--- config.mk ---
export PLATFORM = sky130hd
export DESIGN_NAME = q2e_sqrt_cell
export DESIGN_NICKNAME = d
export VERILOG_FILES = /design/src/q2e_pkg.sv /design/src/q2e_sqrt_cell.sv
export SDC_FILE = /design/constraint.sdc
export NUM_CORES = 1
export LEC_CHECK = 0
export BUFFER_PORTS_ARGS = -buffer_cell sky130_fd_sc_hd__buf_2
export CAP_MARGIN = 20
export CORE_UTILIZATION = 57
export CTS_BUF_LIST = sky130_fd_sc_hd__clkbuf_4
export DETAILED_ROUTE_END_ITERATION = 10
export PLACE_DENSITY = 0.89
export SLEW_MARGIN = 20
export SYNTH_ARGS = -nofsm -noshare
export SYNTH_HDL_FRONTEND = slang
export SYNTH_SLANG_ARGS = --single-unit
--- constraint.sdc ---
create_clock -name i_clk -period 9.97 [get_ports i_clk]
set_input_delay 1.994 -clock i_clk [delete_from_list [all_inputs] [get_ports i_clk]]
set_output_delay 1.994 -clock i_clk [all_outputs]
set_load 0.005 [all_outputs]
--- src/q2e_pkg.sv ---
// ----------------------------------------------------------------------------
// q2e_pkg: shared types and constants for the quaternion to Euler unit
// Arctangent table, work format sizes and the sqrt/CORDIC cell payload types.
// ----------------------------------------------------------------------------
package q2e_pkg;

    // work format: 30 fraction bits; operands reach 2^34.5, CORDIC gain adds 0.72 bit
    localparam int WORK_FRAC  = 30;
    localparam int WW         = 38;     // work word, signed
    localparam int ZW         = 26;     // angle accumulator, 2^24 per turn
    localparam int ATAN_LEN   = 24;
    localparam int SQW        = 62;     // sqrt radicand width

    typedef logic signed [WW-1:0] t_work;
    typedef logic signed [ZW-1:0] t_ang;

    localparam t_ang QUARTER_TURN = t_ang'(26'sd4194304);

    // one CORDIC lane: vector and accumulated angle
    typedef struct packed {
        t_work x;
        t_work y;
        t_ang  z;
    } t_lane;

    // arctangent of 2^-i, 2^24 per turn
    function automatic t_ang atan_tab(input logic [4:0] i);
        t_ang r;
        case (i)
            5'd0:  r = 26'sd2097152;
            5'd1:  r = 26'sd1238021;
            5'd2:  r = 26'sd654136;
            5'd3:  r = 26'sd332050;
            5'd4:  r = 26'sd166669;
            5'd5:  r = 26'sd83416;
            5'd6:  r = 26'sd41718;
            5'd7:  r = 26'sd20860;
            5'd8:  r = 26'sd10430;
            5'd9:  r = 26'sd5215;
            5'd10: r = 26'sd2608;
            5'd11: r = 26'sd1304;
            5'd12: r = 26'sd652;
            5'd13: r = 26'sd326;
            5'd14: r = 26'sd163;
            5'd15: r = 26'sd81;
            5'd16: r = 26'sd41;
            5'd17: r = 26'sd20;
            5'd18: r = 26'sd10;
            5'd19: r = 26'sd5;
            5'd20: r = 26'sd3;
            5'd21: r = 26'sd1;
            5'd22: r = 26'sd1;
            default: r = 26'sd0;
        endcase
        return r;
    endfunction

    // atan2 lane preset: zero angle, left half plane rotation
    function automatic t_lane lane_init(input t_work y, input t_work x);
        t_lane l;
        l.x = x;
        l.y = y;
        l.z = '0;
        if (x < 0) begin
            if (y >= 0) begin
                l.x = y;
                l.y = -x;
                l.z = QUARTER_TURN;
            end else begin
                l.x = -y;
                l.y = x;
                l.z = -QUARTER_TURN;
            end
        end
        return l;
    endfunction

    // final rounding to a 16 bit binary angle
    function automatic logic [15:0] angle16(input t_ang z);
        t_ang t;
        t = z + t_ang'(128);
        return t[23:8];
    endfunction

endpackage

--- src/q2e_sqrt_cell.sv ---
// ----------------------------------------------------------------------------
// q2e_sqrt_cell: one digit of a restoring integer square root, registered
// Handles radicand bit pair BIT and carries the sine along for pitch.
// ----------------------------------------------------------------------------
module q2e_sqrt_cell #(
    parameter int BIT = 30
) (
    input  logic                       i_clk,
    input  logic                       i_en,
    input  logic [q2e_pkg::SQW-1:0]    i_rem,
    input  logic [q2e_pkg::SQW-1:0]    i_res,
    input  q2e_pkg::t_work             i_s,
    output logic [q2e_pkg::SQW-1:0]    o_rem,
    output logic [q2e_pkg::SQW-1:0]    o_res,
    output q2e_pkg::t_work             o_s
);
    import q2e_pkg::*;

    localparam logic [SQW-1:0] ONE_BIT = SQW'(1) << (2 * BIT);

    logic [SQW-1:0] n_rem, n_res, trial;
    logic [SQW-1:0] r_rem, r_res;
    t_work          r_s;

    // classic digit-by-digit step; leading skip is equivalent when bit > v
    always_comb begin
        trial = i_res + ONE_BIT;
        if (i_rem >= trial) begin
            n_rem = i_rem - trial;
            n_res = (i_res >> 1) + ONE_BIT;
        end else begin
            n_rem = i_rem;
            n_res = i_res >> 1;
        end
    end

    always_ff @(posedge i_clk) begin
        if (i_en) begin
            r_rem <= n_rem;
            r_res <= n_res;
            r_s   <= i_s;
        end
    end

    assign o_rem = r_rem;
    assign o_res = r_res;
    assign o_s   = r_s;
endmodule

Word level (Yosys, flattened, before mapping)
Index checks and enable logic that the tools add are counted.

storage, ports and cells
  output and inout port bits = 162
  register bits = 162

operators by class
  magnitude comparators = 1
  mux-type cells = 2
  add/subtract/negate cells = 3

operator list
  operator                                                           number
  61-bit by 61-bit adder with 62-bit output (second input constant)  1
  62-bit by 61-bit adder with 62-bit output (second input constant)  1
  62-bit >= comparator                                               1
  62-bit two-way mux                                                 1
  62-bit subtractor                                                  1
  61-bit two-way mux                                                 1

Logic depth before layout (Yosys ltp)
  depth in word-level cells = 3
  mapped depth = 15

Least setup slack after synthesis
No wires, ideal clock.

  kind = input port to flip-flop
  start = input i_rem[0] (netlist name)
  end = register r_rem[13] (netlist: o_rem[13]) (data pin)
  arrival time = 4.620 ns
  slack = 5.089 ns
  setup time = 0.260 ns
  buffers on the path = 1
  cell stages on the path = 14
  cell sequence = inv_1 ha_1 inv_1 fa_1 a211oi_2 o21ai_2 o2111ai_2 a211oi_1 or3b_4 and2_4 a31oi_4 nand2_2 buf_6 mux2_4

on the way
  longest elaborated chain between the ends = 2
  elaborated cells between the ends (all ways) = 3
  those cells by class = add/sub: 1; order compare: 1; mux: 1

RTL lines
  element                                                           line                                      source
  start, declared                                                   q2e_sqrt_cell.sv:10                       input logic [q2e_pkg::SQW-1:0] i_rem,
  62-bit subtractor / 62-bit >= comparator (equally long branches)  q2e_sqrt_cell.sv:29, q2e_sqrt_cell.sv:28
  62-bit two-way mux (*)                                            q2e_sqrt_cell.sv:28                       if (i_rem >= trial) begin
  via n_rem[13]                                                     q2e_sqrt_cell.sv:21                       logic [SQW-1:0] n_rem, n_res, trial;
  end signal, assigned                                              q2e_sqrt_cell.sv:39                       r_rem <= n_rem;
  end, declared                                                     q2e_sqrt_cell.sv:22                       logic [SQW-1:0] r_rem, r_res;

Mark *: on every way through the listed nets, which the timed path passes. The rest lies on a longest branch.
A chain may end at the register's enable or synchronous reset.

Final worst setup path
Same ends and word-level chain as after synthesis.

==> flow_metrics.tcl <==
set metrics [dict create \
    run_status "completed" \
    cts_hold_buf 0 \
    synth_edf_count 162 \
    fp.dieH_um 132 \
    worstMarginPinSlew_ns 0.983 \
    yosysTopAreaCell "edfxtp_1" \
    final_cell_mix "324 x buf_2, 162 x edfxtp_1, 127 x a21oi_1" \
    cts.sinks 162 \
    port_buffers 325 \
    avgSynthCellArea_um2 10.6 \
    drt_iter0_drc 699 \
    post_cts_buffers 0 \
    dieArea_um2 17500 \
    ys.flop_type "edfxtp_1" \
    crit_arrival_ns 5.72 \
    maxCapViolations 0 \
    drive_gt1_share_pct 31.7 \
    cts_tree "yes" \
    numCtsBuffers 17 \
    setup_violations 0 \
    die_w_um 132 \
    max_slew_margin_pct 34.5 \
    path_cells "buf_2 -> inv_1 -> ha_1 -> inv_1 -> fa_1 -> a211oi_2 -> o21ai_2 -> o2111ai_2 -> a211oi_1 -> or3b_4 -> and2_4 -> a31oi_4 -> nand2_4 -> buf_4 -> mux2_4" \
    p_leak_nw 5.25 \
    core_um2 16600 \
    gp_congestion 0.923 \
    routed_wl_mm 26.0 \
    fin_area_um2 11700 \
    ir_drop_mv 0.0792 \
    htree_levels 4 \
    ys_ff_latch 162 \
    place_ws_ns 3.98 \
    cts_buffer_depth 2 \
    antenna_left 0 \
    hold_violations 0 \
    period_share_pct 53.8 \
    hold_path_end "o_s[34]" \
    synthArstFlopShare_pct 0 \
    dp_hpwl_mm 20.3 \
    grt_max_degree 83 \
    fin_tns_setup_ns 0 \
    grt_pass1_wl_mm 40.7 \
    synth_fp_nets 1142 \
    rows 47 \
    vias_per_cell 5.65 \
    synthCells 915 \
    place_area_um2 11400 \
    crit_type "in -> reg" \
    vias 8290 \
    fin_nets 1460 \
    synth_area_leaders "edfxtp_1 50%, ha_1 8.0%, a21oi_1 6.6%, nor2_1 3.3%, xnor2_1 3.3%" \
    post_cts_resized 0 \
    antenna_found_initial 3 \
    slew_viol_final 0 \
    min_from "i_s[34]" \
    root_buffer "clkbuf_4" \
    fin_util_pct 70.7 \
    drc 0 \
    initial_utilization_pct 58.2 \
    critPathMaxStageDelay_ns 0.47 \
    rsz0062_at_grt "no" \
    wl_per_cell_um 17.7 \
    ys_seq_area_share_pct 50.4 \
    boundaryPins 326 \
    yosysUniqueCellTypes 66 \
    setup_slack_ns 4.60 \
    firstDrtPassIters 5 \
    cts.clk_slew.worst_paths_ns 0.15 \
    max_freq_ghz 0.186 \
    final_common_cell "buf_2" \
    yosysWarnings 0 \
    start_kind "primary input" \
    syn_to_final_growth_pct 21.4 \
    syn-cell-area_um2 9660 \
    cpMostUsedCell "inv_1" \
    whs_path_depth 1 \
    grt_overflow 0 \
    cp.required_ns 10.33 \
    worst-path-max-fanout 66 \
    cp-end-kind "register" \
    grt_usage_pct 29.9 \
    critPathSlowestCell "buf_4" \
    synth_top_area_share_pct 50.4 \
    powerDensity_nw_per_um2 151 \
    period_minus_slack_ns 5.37 \
    min_path_type "in -> reg" \
    grt_pass1_vias 8266 \
]
routing by layer:
layer	part of all wire [%]	global-route usage, %	up-vias	routed length [um]
li1	-	-	4001	-
met1	40	35.7	3849	10300
met2	51	53.6	384	13100
met3	6.8	5.23	54	1770
met4	2.8	11.3	2	723
met5	0.035	0	-	9
kinds of logic (layout without fill, tap and decap cells):
kind of cell | count (synthesis) | in the layout | share of synthesized area, %
xor+xnor | 57 | 57 | 5.17
other cells | 0 | 1 | 0
compound gates | 268 | 268 | 17.3
fa+ha+maj | 63 | 63 | 8.24
mux | 18 | 18 | 2.75
buf+inv | 105 | 436 | 4.69
flops | 162 | 162 | 50.4
simple gates | 242 | 242 | 11.5
flip-flops by register name (all words and copies together) (netlist names):
| register | cells |
|---|---|
| o_rem | 62 |
| o_res | 62 |
| o_s | 38 |
power by group:
group | internal [mW] | switching (mW)
clock network | 0.139 | 0.273
registers | 0.841 | 0.0189
logic | 0.216 | 0.284
synth_stat cells, types with 3 or more instances:
master	number
edfxtp_1	162
a21oi_1	127
nor2_1	86
inv_1	77
nand2_1	70
ha_1	62
xnor2_1	36
o21ai_0	29
a21o_1	24
xor2_1	21
nand3_1	20
mux2_4	17
nand4_1	15
clkbuf_1	13
o21ai_1	11
o21bai_1	11
and3_1	10
nor3_1	10
buf_2	8
o211ai_1	8
a31oi_1	7
nor2b_1	7
o21a_1	7
buf_6	6
a211oi_1	5
or2_2	5
a221oi_1	4
and2_1	4
a21boi_0	3
a31o_1	3
nand2b_1	3
worst max-delay path: cells and delay by family:
kind | cells | cell delay, ns
adders and majority gates | 2 | 0.61
muxes | 1 | 0.36
buffers and inverters | 4 | 0.70
and+or+nand+nor | 3 | 1.03
AOI/OAI and AO/OA | 5 | 0.98
stage by stage:
stage | hold WS, ns | power (mW) | instances
CTS | 1.54 | 1.77 | 1466
detailed placement | 2.17 | 1.37 | 1434
floorplan | 2.09 | 1.18 | 915
finish | 1.57 | 1.77 | 1467
global route | 1.52 | 1.85 | 1467
global placement | 2.17 | 1.35 | 1434
how the worst max path moves through the flow:
stage,startpoint,end,cells after the start
floorplan,i_rem[0],o_rem[13],14
global placement,i_rem[0],o_rem[7],15
detailed placement,i_rem[0],o_rem[13],15
CTS,i_rem[0],o_rem[13],15
global route,i_rem[0],o_rem[13],15
finish,i_rem[0],o_rem[13],15
cell type report:
class | count | area [um2]
clock buffers | 18 | 135
diodes | 1 | 2.50
fillers | 1268 | 4860
clock inverters | 14 | 161
flip-flops and latches | 162 | 4860
repair buffers | 327 | 1650
multi-input cells | 648 | 4340
well taps | 220 | 275
inverters | 77 | 289
No activity file was read; power rests on OpenSTA's default activity.
