[src/q2e_pkg.sv]
// ----------------------------------------------------------------------------
// q2e_pkg: shared types and constants for the quaternion to Euler unit
// Arctangent table, work format sizes and the sqrt/CORDIC cell payload types.
// ----------------------------------------------------------------------------
package q2e_pkg;

    // work format: 30 fraction bits; operands reach 2^34.5, CORDIC gain adds 0.72 bit
    localparam int WORK_FRAC  = 30;
    localparam int WW         = 38;     // work word, signed
    localparam int ZW         = 26;     // angle accumulator, 2^24 per turn
    localparam int ATAN_LEN   = 24;
    localparam int SQW        = 62;     // sqrt radicand width

    typedef logic signed [WW-1:0] t_work;
    typedef logic signed [ZW-1:0] t_ang;

    localparam t_ang QUARTER_TURN = t_ang'(26'sd4194304);

    // one CORDIC lane: vector and accumulated angle
    typedef struct packed {
        t_work x;
        t_work y;
        t_ang  z;
    } t_lane;

    // arctangent of 2^-i, 2^24 per turn
    function automatic t_ang atan_tab(input logic [4:0] i);
        t_ang r;
        case (i)
            5'd0:  r = 26'sd2097152;
            5'd1:  r = 26'sd1238021;
            5'd2:  r = 26'sd654136;
            5'd3:  r = 26'sd332050;
            5'd4:  r = 26'sd166669;
            5'd5:  r = 26'sd83416;
            5'd6:  r = 26'sd41718;
            5'd7:  r = 26'sd20860;
            5'd8:  r = 26'sd10430;
            5'd9:  r = 26'sd5215;
            5'd10: r = 26'sd2608;
            5'd11: r = 26'sd1304;
            5'd12: r = 26'sd652;
            5'd13: r = 26'sd326;
            5'd14: r = 26'sd163;
            5'd15: r = 26'sd81;
            5'd16: r = 26'sd41;
            5'd17: r = 26'sd20;
            5'd18: r = 26'sd10;
            5'd19: r = 26'sd5;
            5'd20: r = 26'sd3;
            5'd21: r = 26'sd1;
            5'd22: r = 26'sd1;
            default: r = 26'sd0;
        endcase
        return r;
    endfunction

    // atan2 lane preset: zero angle, left half plane rotation
    function automatic t_lane lane_init(input t_work y, input t_work x);
        t_lane l;
        l.x = x;
        l.y = y;
        l.z = '0;
        if (x < 0) begin
            if (y >= 0) begin
                l.x = y;
                l.y = -x;
                l.z = QUARTER_TURN;
            end else begin
                l.x = -y;
                l.y = x;
                l.z = -QUARTER_TURN;
            end
        end
        return l;
    endfunction

    // final rounding to a 16 bit binary angle
    function automatic logic [15:0] angle16(input t_ang z);
        t_ang t;
        t = z + t_ang'(128);
        return t[23:8];
    endfunction

endpackage

[src/q2e_cordic_cell.sv]
// ----------------------------------------------------------------------------
// q2e_cordic_cell: one vectoring micro-rotation, registered
// Turns the vector toward the x axis by atan(2^-STEP) and tracks the angle.
// ----------------------------------------------------------------------------
module q2e_cordic_cell #(
    parameter int STEP = 0
) (
    input  logic          i_clk,
    input  logic          i_en,
    input  q2e_pkg::t_lane i_lane,
    output q2e_pkg::t_lane o_lane
);
    import q2e_pkg::*;

    t_lane n_lane;
    t_lane r_lane;

    // micro-rotation with floor shifts
    always_comb begin
        n_lane = i_lane;
        if (i_lane.y >= 0) begin
            n_lane.x = i_lane.x + (i_lane.y >>> STEP);
            n_lane.y = i_lane.y - (i_lane.x >>> STEP);
            n_lane.z = i_lane.z + atan_tab(5'(STEP));
        end else begin
            n_lane.x = i_lane.x - (i_lane.y >>> STEP);
            n_lane.y = i_lane.y + (i_lane.x >>> STEP);
            n_lane.z = i_lane.z - atan_tab(5'(STEP));
        end
    end

    always_ff @(posedge i_clk) begin
        if (i_en) begin
            r_lane <= n_lane;
        end
    end

    assign o_lane = r_lane;
endmodule

[config.mk]
export PLATFORM = sky130hd
export DESIGN_NAME = q2e_cordic_cell
export DESIGN_NICKNAME = d
export VERILOG_FILES = /design/src/q2e_pkg.sv /design/src/q2e_cordic_cell.sv
export SDC_FILE = /design/constraint.sdc
export NUM_CORES = 1
export LEC_CHECK = 0
export ABC_AREA = 1
export CAP_MARGIN = 5
export CORE_MARGIN = 2
export CORE_UTILIZATION = 56
export DETAILED_ROUTE_END_ITERATION = 10
export DONT_BUFFER_PORTS = 1
export PLACE_DENSITY = 0.82
export SLEW_MARGIN = 25
export SYNTH_ARGS = -nofsm -noshare
export SYNTH_HDL_FRONTEND = slang
export SYNTH_SLANG_ARGS = --single-unit
[constraint.sdc]
create_clock -name i_clk -period 4.3 [get_ports i_clk]
set_clock_uncertainty 0.05 [all_clocks]
set_input_delay 0.215 -clock i_clk [delete_from_list [all_inputs] [get_ports i_clk]]
set_output_delay 0.215 -clock i_clk [all_outputs]
set_load 0.02 [all_outputs]
Yosys cells after proc, flatten, opt, wreduce, memory -nomap -nowiden:

Index checks and enable logic that the tools add are counted.
W data, S select, Z words.

* register bits after elaboration: 102
* input port bits: 104
* output and inout port bits: 102
* logic and storage cells: 10

* add/subtract/negate cells: 5
* $lt $le $gt $ge: 1
* mux-type cells: 1

Operator list (number)
* $mux W102: 1
* $sub A38 B38 Y38: 2
* $add A38 B38 Y38: 1
* $ge A38 B1 Y1 const B: 1
* $add A26 B23 Y26 const B: 1
* $sub A26 B23 Y26 const B: 1

Logic depth before layout (Yosys ltp):

Gate-level depths: netlist of the first run.

* depth in word-level cells: 2
* depth in mapped cells: 18

Worst setup path after synthesis of the first run:

No wires, ideal clock.

* kind: input -> register
* start point: input i_lane[26] in the netlist's numbering
* end point: register r_lane (netlist bit o_lane[58]) (data pin)
* setup time: 253 ps
* arrival: 1678 ps
* data required time: 3997 ps
* setup slack: 2319 ps
* stages on the path: 13
* path through: inv_1 ha_1 fa_1 o21ai_1 nand2_1 nand2_1 nand2_1 nand2_1 nand2_1 nand2_1 nand2_1 nand3_1 nand2_1

RTL lines
* start: declaration: line q2e_cordic_cell.sv:10 `input q2e_pkg::t_lane i_lane,`
* end signal: assignment: line q2e_cordic_cell.sv:34 `r_lane <= n_lane;`
* end: declaration: line q2e_cordic_cell.sv:16 `t_lane r_lane;`

==> summary.md, run 1 <==
| Metric | Value |
|---|---|
| Die Area | 0.0220 mm² |
| Core box area | 0.0203 mm² |
| Post-CTS sizing | 0 |
| Worst-path fanout max | 9 |
| Hpwl dp | 33.2 mm |
| Pwr dens | 304 mW/mm² |
| P_leak | 6.11 nW |
| Congestion Overflow GR | 0 |
| Area Growth Syn to Fin | 5.05% |
| Fin. Hold Viols | 0 |
| Cells after Synth | 1790 |
| Mapped Area | 0.0116 mm² |
| Reg clk slew, reported paths | 0.08 ns |
| Unique masters post-synth | 45 |
| Leading area contributor after synthesis | edfxtp_1 |
| Post-CTS setup buffers | 0 |
| Gate power share | 35.4% |
| First-pass GRT wire length | 61.0 mm |
| Final slew viol count | 0 |
| Worst slew margin | 42.8% |
| HP Class | in2reg |
| Top delay family on crit path | simple AND/OR/NAND/NOR gates |
| Status | completed |
| Clk pwr share | 25.0% |
| FF+latch count, synth | 101 |
| Period utilization | 54.5% |
| Critical Path Max Stage Delay | 0.59 ns |
| I/O pin count | 206 |
| Critical Path End Type | register |
| F_max | 427 MHz |
| Crit-path cells | inv_1, ha_1, inv_1, a21oi_1, nand2_1, inv_1, nand3_1, nand2_1, nand2_1, nand2_1, nand3_1, nand3_1, nand2_1 |
| RSZ-0062 raised after global routing | false |
| Synthesized Nets | 2012 |
| Post-CTS Hold Buffers | 23 |
| Max reg flops | 101 |
| Largest net degree at the start of global routing | 102 |
| Fin Setup TNS | 0 ns |
| Total CTS buffers | 9 |
| Share of cells above drive strength 1 | 4.27% |
| Register area share after synthesis | 26.1% |
| Pint | 2.13 mW |
| Worst Path Buf+Inv | 3 |
| FP Rows | 52 |
| Fin crit period | 2.34 ns |
| TritonRoute pass-1 iters | 8 |
| ANT nets after route | 0 |
| CP Data Required Time | 4.33 ns |
| Crit-path slowest cell | ha_1 |
| Net Sw Frac | 42.8% |
| Setup Viol. Count Final | 0 |
| Maximum VDD drop | 0.195 mV |
| Total vias in the final route | 11900 |
| Core Util, Final | 60.2% |
| # DRC | 0 |
| Clock Sinks | 101 |
| CP dominant cell by count | nand2_1 |
| Worst slew pin tran | 0.856 ns |
| Switching power total | 1.59 mW |
| Gr usage total | 36.0% |
| CP Class | in2reg |
| RD Place Congestion | 1.02 |
| Vias in the first global route | 11300 |
| Sequential power share | 39.7% |
| Die height | 148 µm |
| Final wirelength | 40.2 mm |
| Yosys top cell area share | 26.1% |
| Buffers on Ports | 0 |
| Overall power | 3.72 mW |
| Initial antenna violation count | 0 |
| Root buf cell | clkbuf_16 |
| H-tree Lvls | 3 |
| Synth area leaders | edfxtp_1 26%, nand2_1 17%, ha_1 12% |
| CTS tree | yes |
| Routed wire per std cell | 19.6 µm |
| Synth Area per Inst | 6.50 µm² |
| Initial Util | 57.3% |
| Via density | 5.83 |
| Max-cap viol count | 0 |
| Startpoint types | input pin |
| Die W | 148 µm |
| YS warnings | 0 |
| Layout net count | 1995 |
| Worst path arrival time | 2.38 ns |
| Antenna Diode Count | 0 |
| Initial DRC Count | 1175 |
| Clock buffer depth | 2 |
-- through the flow --
step           setup WS [ns]  hold WS (ns)  instance area, µm²  std cells
6_report                1.96        0.0108               12200       2048
5_1_grt                 1.83        0.0153               12200       2048
4_1_cts                 2.12      0.000396               12200       2048
3_5_place_dp            1.72         0.264               11700       2009
3_3_place_gp            1.72         0.264               11700       2009
2_1_floorplan           2.32         0.264               11600       1790
-- synthesized netlist by cell type, drive strengths merged --
cell type and n:
nand3b 2, a21o 6, a21boi 3, o21ai 117
o22ai 11, o21bai 13, nand3 153, buf 43
o211ai 3, and2 4, clkbuf 9, nor4 1
clkinv 3, o21a 5, inv 279, nor3 13
edfxtp 101, a21oi 148, mux2i 1, xnor2 1
nand4 8, nor3b 1, ha 114, fa 4
a31oi 4, xor2 30, or2 6, nand2 536
nor2 171
-- final timing paths --
check,end,slack [ns],cells past startpoint,from
worst max-delay path,o_lane[54],1.96,13,i_lane[37]
worst min-delay path,o_lane[21],0.01,1,i_lane[21]
-- area by class of cell --
cell class                      instances  area [µm²]
Clock inverter                          7         103
Fill cell                            2026        8070
Multi-Input combinational cell       1355        7220
Tap cell                              270         338
Timing Repair Buffer                   24         255
Clock buffer                            9         225
Sequential cell                       101        3030
Inverter                              282        1060
-- routing by layer --
layer	vias to the layer above	wire length (µm)	track usage, %
met5	-	0	0
met4	0	1460	12.8
met3	88	4510	8.25
met2	655	17000	55.0
met1	5488	17200	50.2
li1	5709	-	-
-- power groups by stage --
stage | registers [mW] | clock network, mW | logic, mW
after floorplan | 1.47 | 0 | 0.924
after global placement | 1.50 | 0 | 1.21
after detailed placement | 1.50 | 0 | 1.23
after CTS | 1.48 | 0.934 | 1.27
after global routing | 1.49 | 0.966 | 1.45
final | 1.48 | 0.930 | 1.32
-- logic make-up (layout without fill, tap and decap cells) --
| kind of cell | count (synthesis) | after routing | synth area share (%) |
|---|---|---|---|
| simple gates | 895 | 895 | 32.3 |
| buf+inv | 334 | 322 | 12.0 |
| compound gates | 310 | 310 | 14.3 |
| fa+ha+maj | 118 | 118 | 12.9 |
| flops | 101 | 101 | 26.1 |
| xor+xnor | 31 | 31 | 2.33 |
| mux | 1 | 1 | 0.0860 |
-- cells in the final DEF (no fill, tap or decap), types with 3 or more instances in the layout --
cell type	Yosys	routed
inv_1	268	268
a21oi_1	146	146
fa_1	4	4
nor2_2	21	21
nor3_1	12	12
xor2_1	30	30
nand3_2	3	3
nand3_1	150	150
and2_1	4	4
o21ai_0	94	94
clkbuf_16	0	9
a21boi_0	3	3
edfxtp_1	101	101
or2_0	3	3
o21bai_1	13	13
nand2_1	526	526
o21a_1	5	5
o21ai_1	21	21
nor2_1	149	149
nand2_2	8	8
inv_2	11	12
nand4_1	8	8
ha_1	114	114
a21o_1	6	6
dlygate4sd3_1	0	22
a31oi_1	4	4
o22ai_1	11	11
(Power assumes the default switching activity.)
==> run 2, diff against run 1 <==
==> constraint.sdc (replaced) <==
create_clock -name i_clk -period 2.3 [get_ports i_clk]
set_clock_uncertainty 0.05 [all_clocks]
set_input_delay 0.115 -clock i_clk [delete_from_list [all_inputs] [get_ports i_clk]]
set_output_delay 0.115 -clock i_clk [all_outputs]
set_load 0.02 [all_outputs]
==> run 2 against run 1 <==
  * The run now ends with negative hold slack left
  * Wire length increased by 3.6%
  * Critical path depth decreased by 3
  * Global-route usage increased by 1.1 points
  * Setup slack got worse by 1.7 ns
  * Sequential share of layout area decreased by 1.8 points
  * Utilization increased by 4.6 points
  * Power increased by 92%
  * Sequential cell count unchanged
  * Critical path type unchanged
  * Largest power group unchanged
==> summary.md, run 2 (synthesis gave the netlist of run 1 again) <==
| Metric | Value |
|---|---|
| Fin. Hold Viols | 101 (+101) |
| Setup Viol. Count Final | 0 (unchanged) |
| Total CTS buffers | 9 (unchanged) |
| Post-CTS setup buffers | 0 (unchanged) |
| Antenna Diode Count | 0 (unchanged) |
| Gr usage total | 37.1% (+1.1 points) |
| Crit-path cells | inv_1, ha_1, a21oi_1, inv_1, a21oi_1, nand2_1, o211ai_1, nand3_1, nand3_1, nand2_1 |
| Dpl ws | -0.0781 ns (-1.80 ns) |
| Top delay family on crit path | compound AO/OA/AOI/OAI gates |
| Post-Layout Inst Area | 0.0132 mm² (+7.7%) |
| HP Class | in2reg |
| Core box area | 0.0203 mm² (unchanged) |
| Hpwl dp | 34.3 mm (+3.4%) |
| Grt peak-use layer | met2 |
| Pwr dens | 542 mW/mm² (+78%) |
| Worst slew pin tran | 0.554 ns (-0.303 ns) |
| Fin Setup TNS | 0 ns (unchanged) |
| Critical Path Max Stage Delay | 0.48 ns (-0.11 ns) |
| Period utilization | 89.6% |
| Buffers on Ports | 0 (unchanged) |
| Die W | 148 µm (unchanged) |
| Hold wc startpoint | i_en |
| Met3 track demand over resource | 4.51% (-3.7 points) |
| Maximum VDD drop | 0.435 mV (+120%) |
| Clock Sinks | 101 (unchanged) |
| Status | finished with violations |
| Placed instance area | 0.0126 mm² (+8.1%) |
| Initial Util | 57.3% (unchanged) |
| Post-CTS sizing | 0 (unchanged) |
| Initial antenna violation count | 0 (unchanged) |
| Failing checks | negative hold slack |
| CP Data Required Time | 2.38 ns (-1.95 ns) |
| Vias in the first global route | 11800 (+4.0%) |
| Routed wire per std cell | 19.2 µm (-2.4%) |
| Critical Path End Type | register |
| Die height | 148 µm (unchanged) |
| # DRC | 0 (unchanged) |
| Startpoint types | input pin |
| Congestion Overflow GR | 0 (unchanged) |
| FP Rows | 52 (unchanged) |
| Fin Hold WS | -0.197 ns (-0.208 ns) |
| Hold EP | o_lane[36] |
| I/O pin count | 206 (unchanged) |
| F_max | 485 MHz |
| Root buf cell | clkbuf_16 |
| Initial DRC Count | 1335 (+14%) |
| Worst Path Buf+Inv | 2 (-1) |
| CTS tree | yes |
| Post-CTS Hold Buffers | 26 (+13%) |
| # fillers | 1882 (-7.1%) |
| RSZ-0062 raised after global routing | false |
| Worst-path fanout max | 3 (-6) |
| Area Growth Syn to Fin | 13.1% |
| Max reg flops | 101 (unchanged) |
| Worst path arrival time | 2.14 ns (-0.24 ns) |
| GRT met2 Usage | 56.4% (+1.3 points) |
| Reg clk slew, reported paths | 0.09 ns (about the same) |
| RD Place Congestion | 0.980 (-3.7%) |
| H-tree Lvls | 3 (unchanged) |
| Slack of the critical path | 0.240 ns (-1.72 ns) |
| Via density | 5.80 (-0.60%) |
| TritonRoute pass-1 iters | 6 (-2) |
| Core Util, Final | 64.9% (+4.6 points) |
| Worst slew margin | 63.1% (+20 points) |
| Max-cap viol count | 0 (unchanged) |
| Die Area | 0.0220 mm² (unchanged) |
| CP Class | in2reg |
| Total vias in the final route | 12600 (+5.5%) |
| Most common cell after layout, fill and taps aside | nand2_1 |
| Largest net degree at the start of global routing | 102 (unchanged) |
| Met1 usage | 53.6% (+3.4 points) |
| Commonest non-fill, non-tap cells in the layout | 526 x nand2_1, 268 x inv_1, 150 x nand3_1 |
| First-pass GRT wire length | 62.7 mm (+2.8%) |
| Clock buffer depth | 2 (unchanged) |
| Crit-path slowest cell | a21oi_1 |
| Share of cells above drive strength 1 | 10.4% (+6.1 points) |
| ANT nets after route | 0 (unchanged) |
| Hold Path Depth | 0 (-1) |
| P_leak | 6.70 nW (+9.7%) |
| Final slew viol count | 0 (unchanged) |
| Final wirelength | 41.6 mm (+3.6%) |
| Layout net count | 2120 (+6.3%) |
| Fin crit period | 2.06 ns |
==> run 2: changes by cell type in the layout (fill, tap and decap cells not counted) <==
cell           delta
buf_12            +2
buf_4           +120
bufinv_16         -1
clkinv_1          +1
clkinv_4          +1
dlygate4sd3_1     +3
inv_6             +1
inv_8             -2
==> run 2: worst max path at each step <==
stage	end	start	slack [ns]	cells past startpoint
CTS	o_lane[56]	i_lane[26]	0.32	11
finish	o_lane[91]	i_lane[36]	0.24	10
global route	o_lane[56]	i_lane[26]	0.13	11
detailed placement	o_lane[56]	i_lane[26]	-0.08	11
global placement	o_lane[94]	i_lane[30]	-0.08	15
floorplan	o_lane[58]	i_lane[26]	0.42	13
==> run 2: report_power, final <==
group | switching, mW | internal (mW) | total [mW]
logic | 1.78 | 0.981 | 2.77
registers | 0.413 | 2.36 | 2.77
clock network | 0.836 | 0.766 | 1.60
==> run 2: layout make-up <==
class	instances	area (µm²)	area share (%)
sequential	101	3030	23.0
multi-input combinational	1355	7220	54.8
clock inverter	7	71.3	0.542
clock buffer	9	225	1.71
timing repair buffer	149	1230	9.31
inverter	282	1060	8.04
tap	270	338	2.57
==> run 2: per-stage QoR <==
stage	total power, mW	cells
floorplan	4.48	1790
global placement	5.35	2131
detailed placement	5.41	2131
CTS	7.04	2173
global route	7.44	2173
finish	7.14	2173
==> run 2: routing by layer <==
| metal | wire length [µm] | part of all wire [%] |
|---|---|---|
| met5 | 0 | 0 |
| met4 | 1710 | 4.1 |
| met3 | 4610 | 11 |
| met2 | 17500 | 42 |
| met1 | 17800 | 43 |
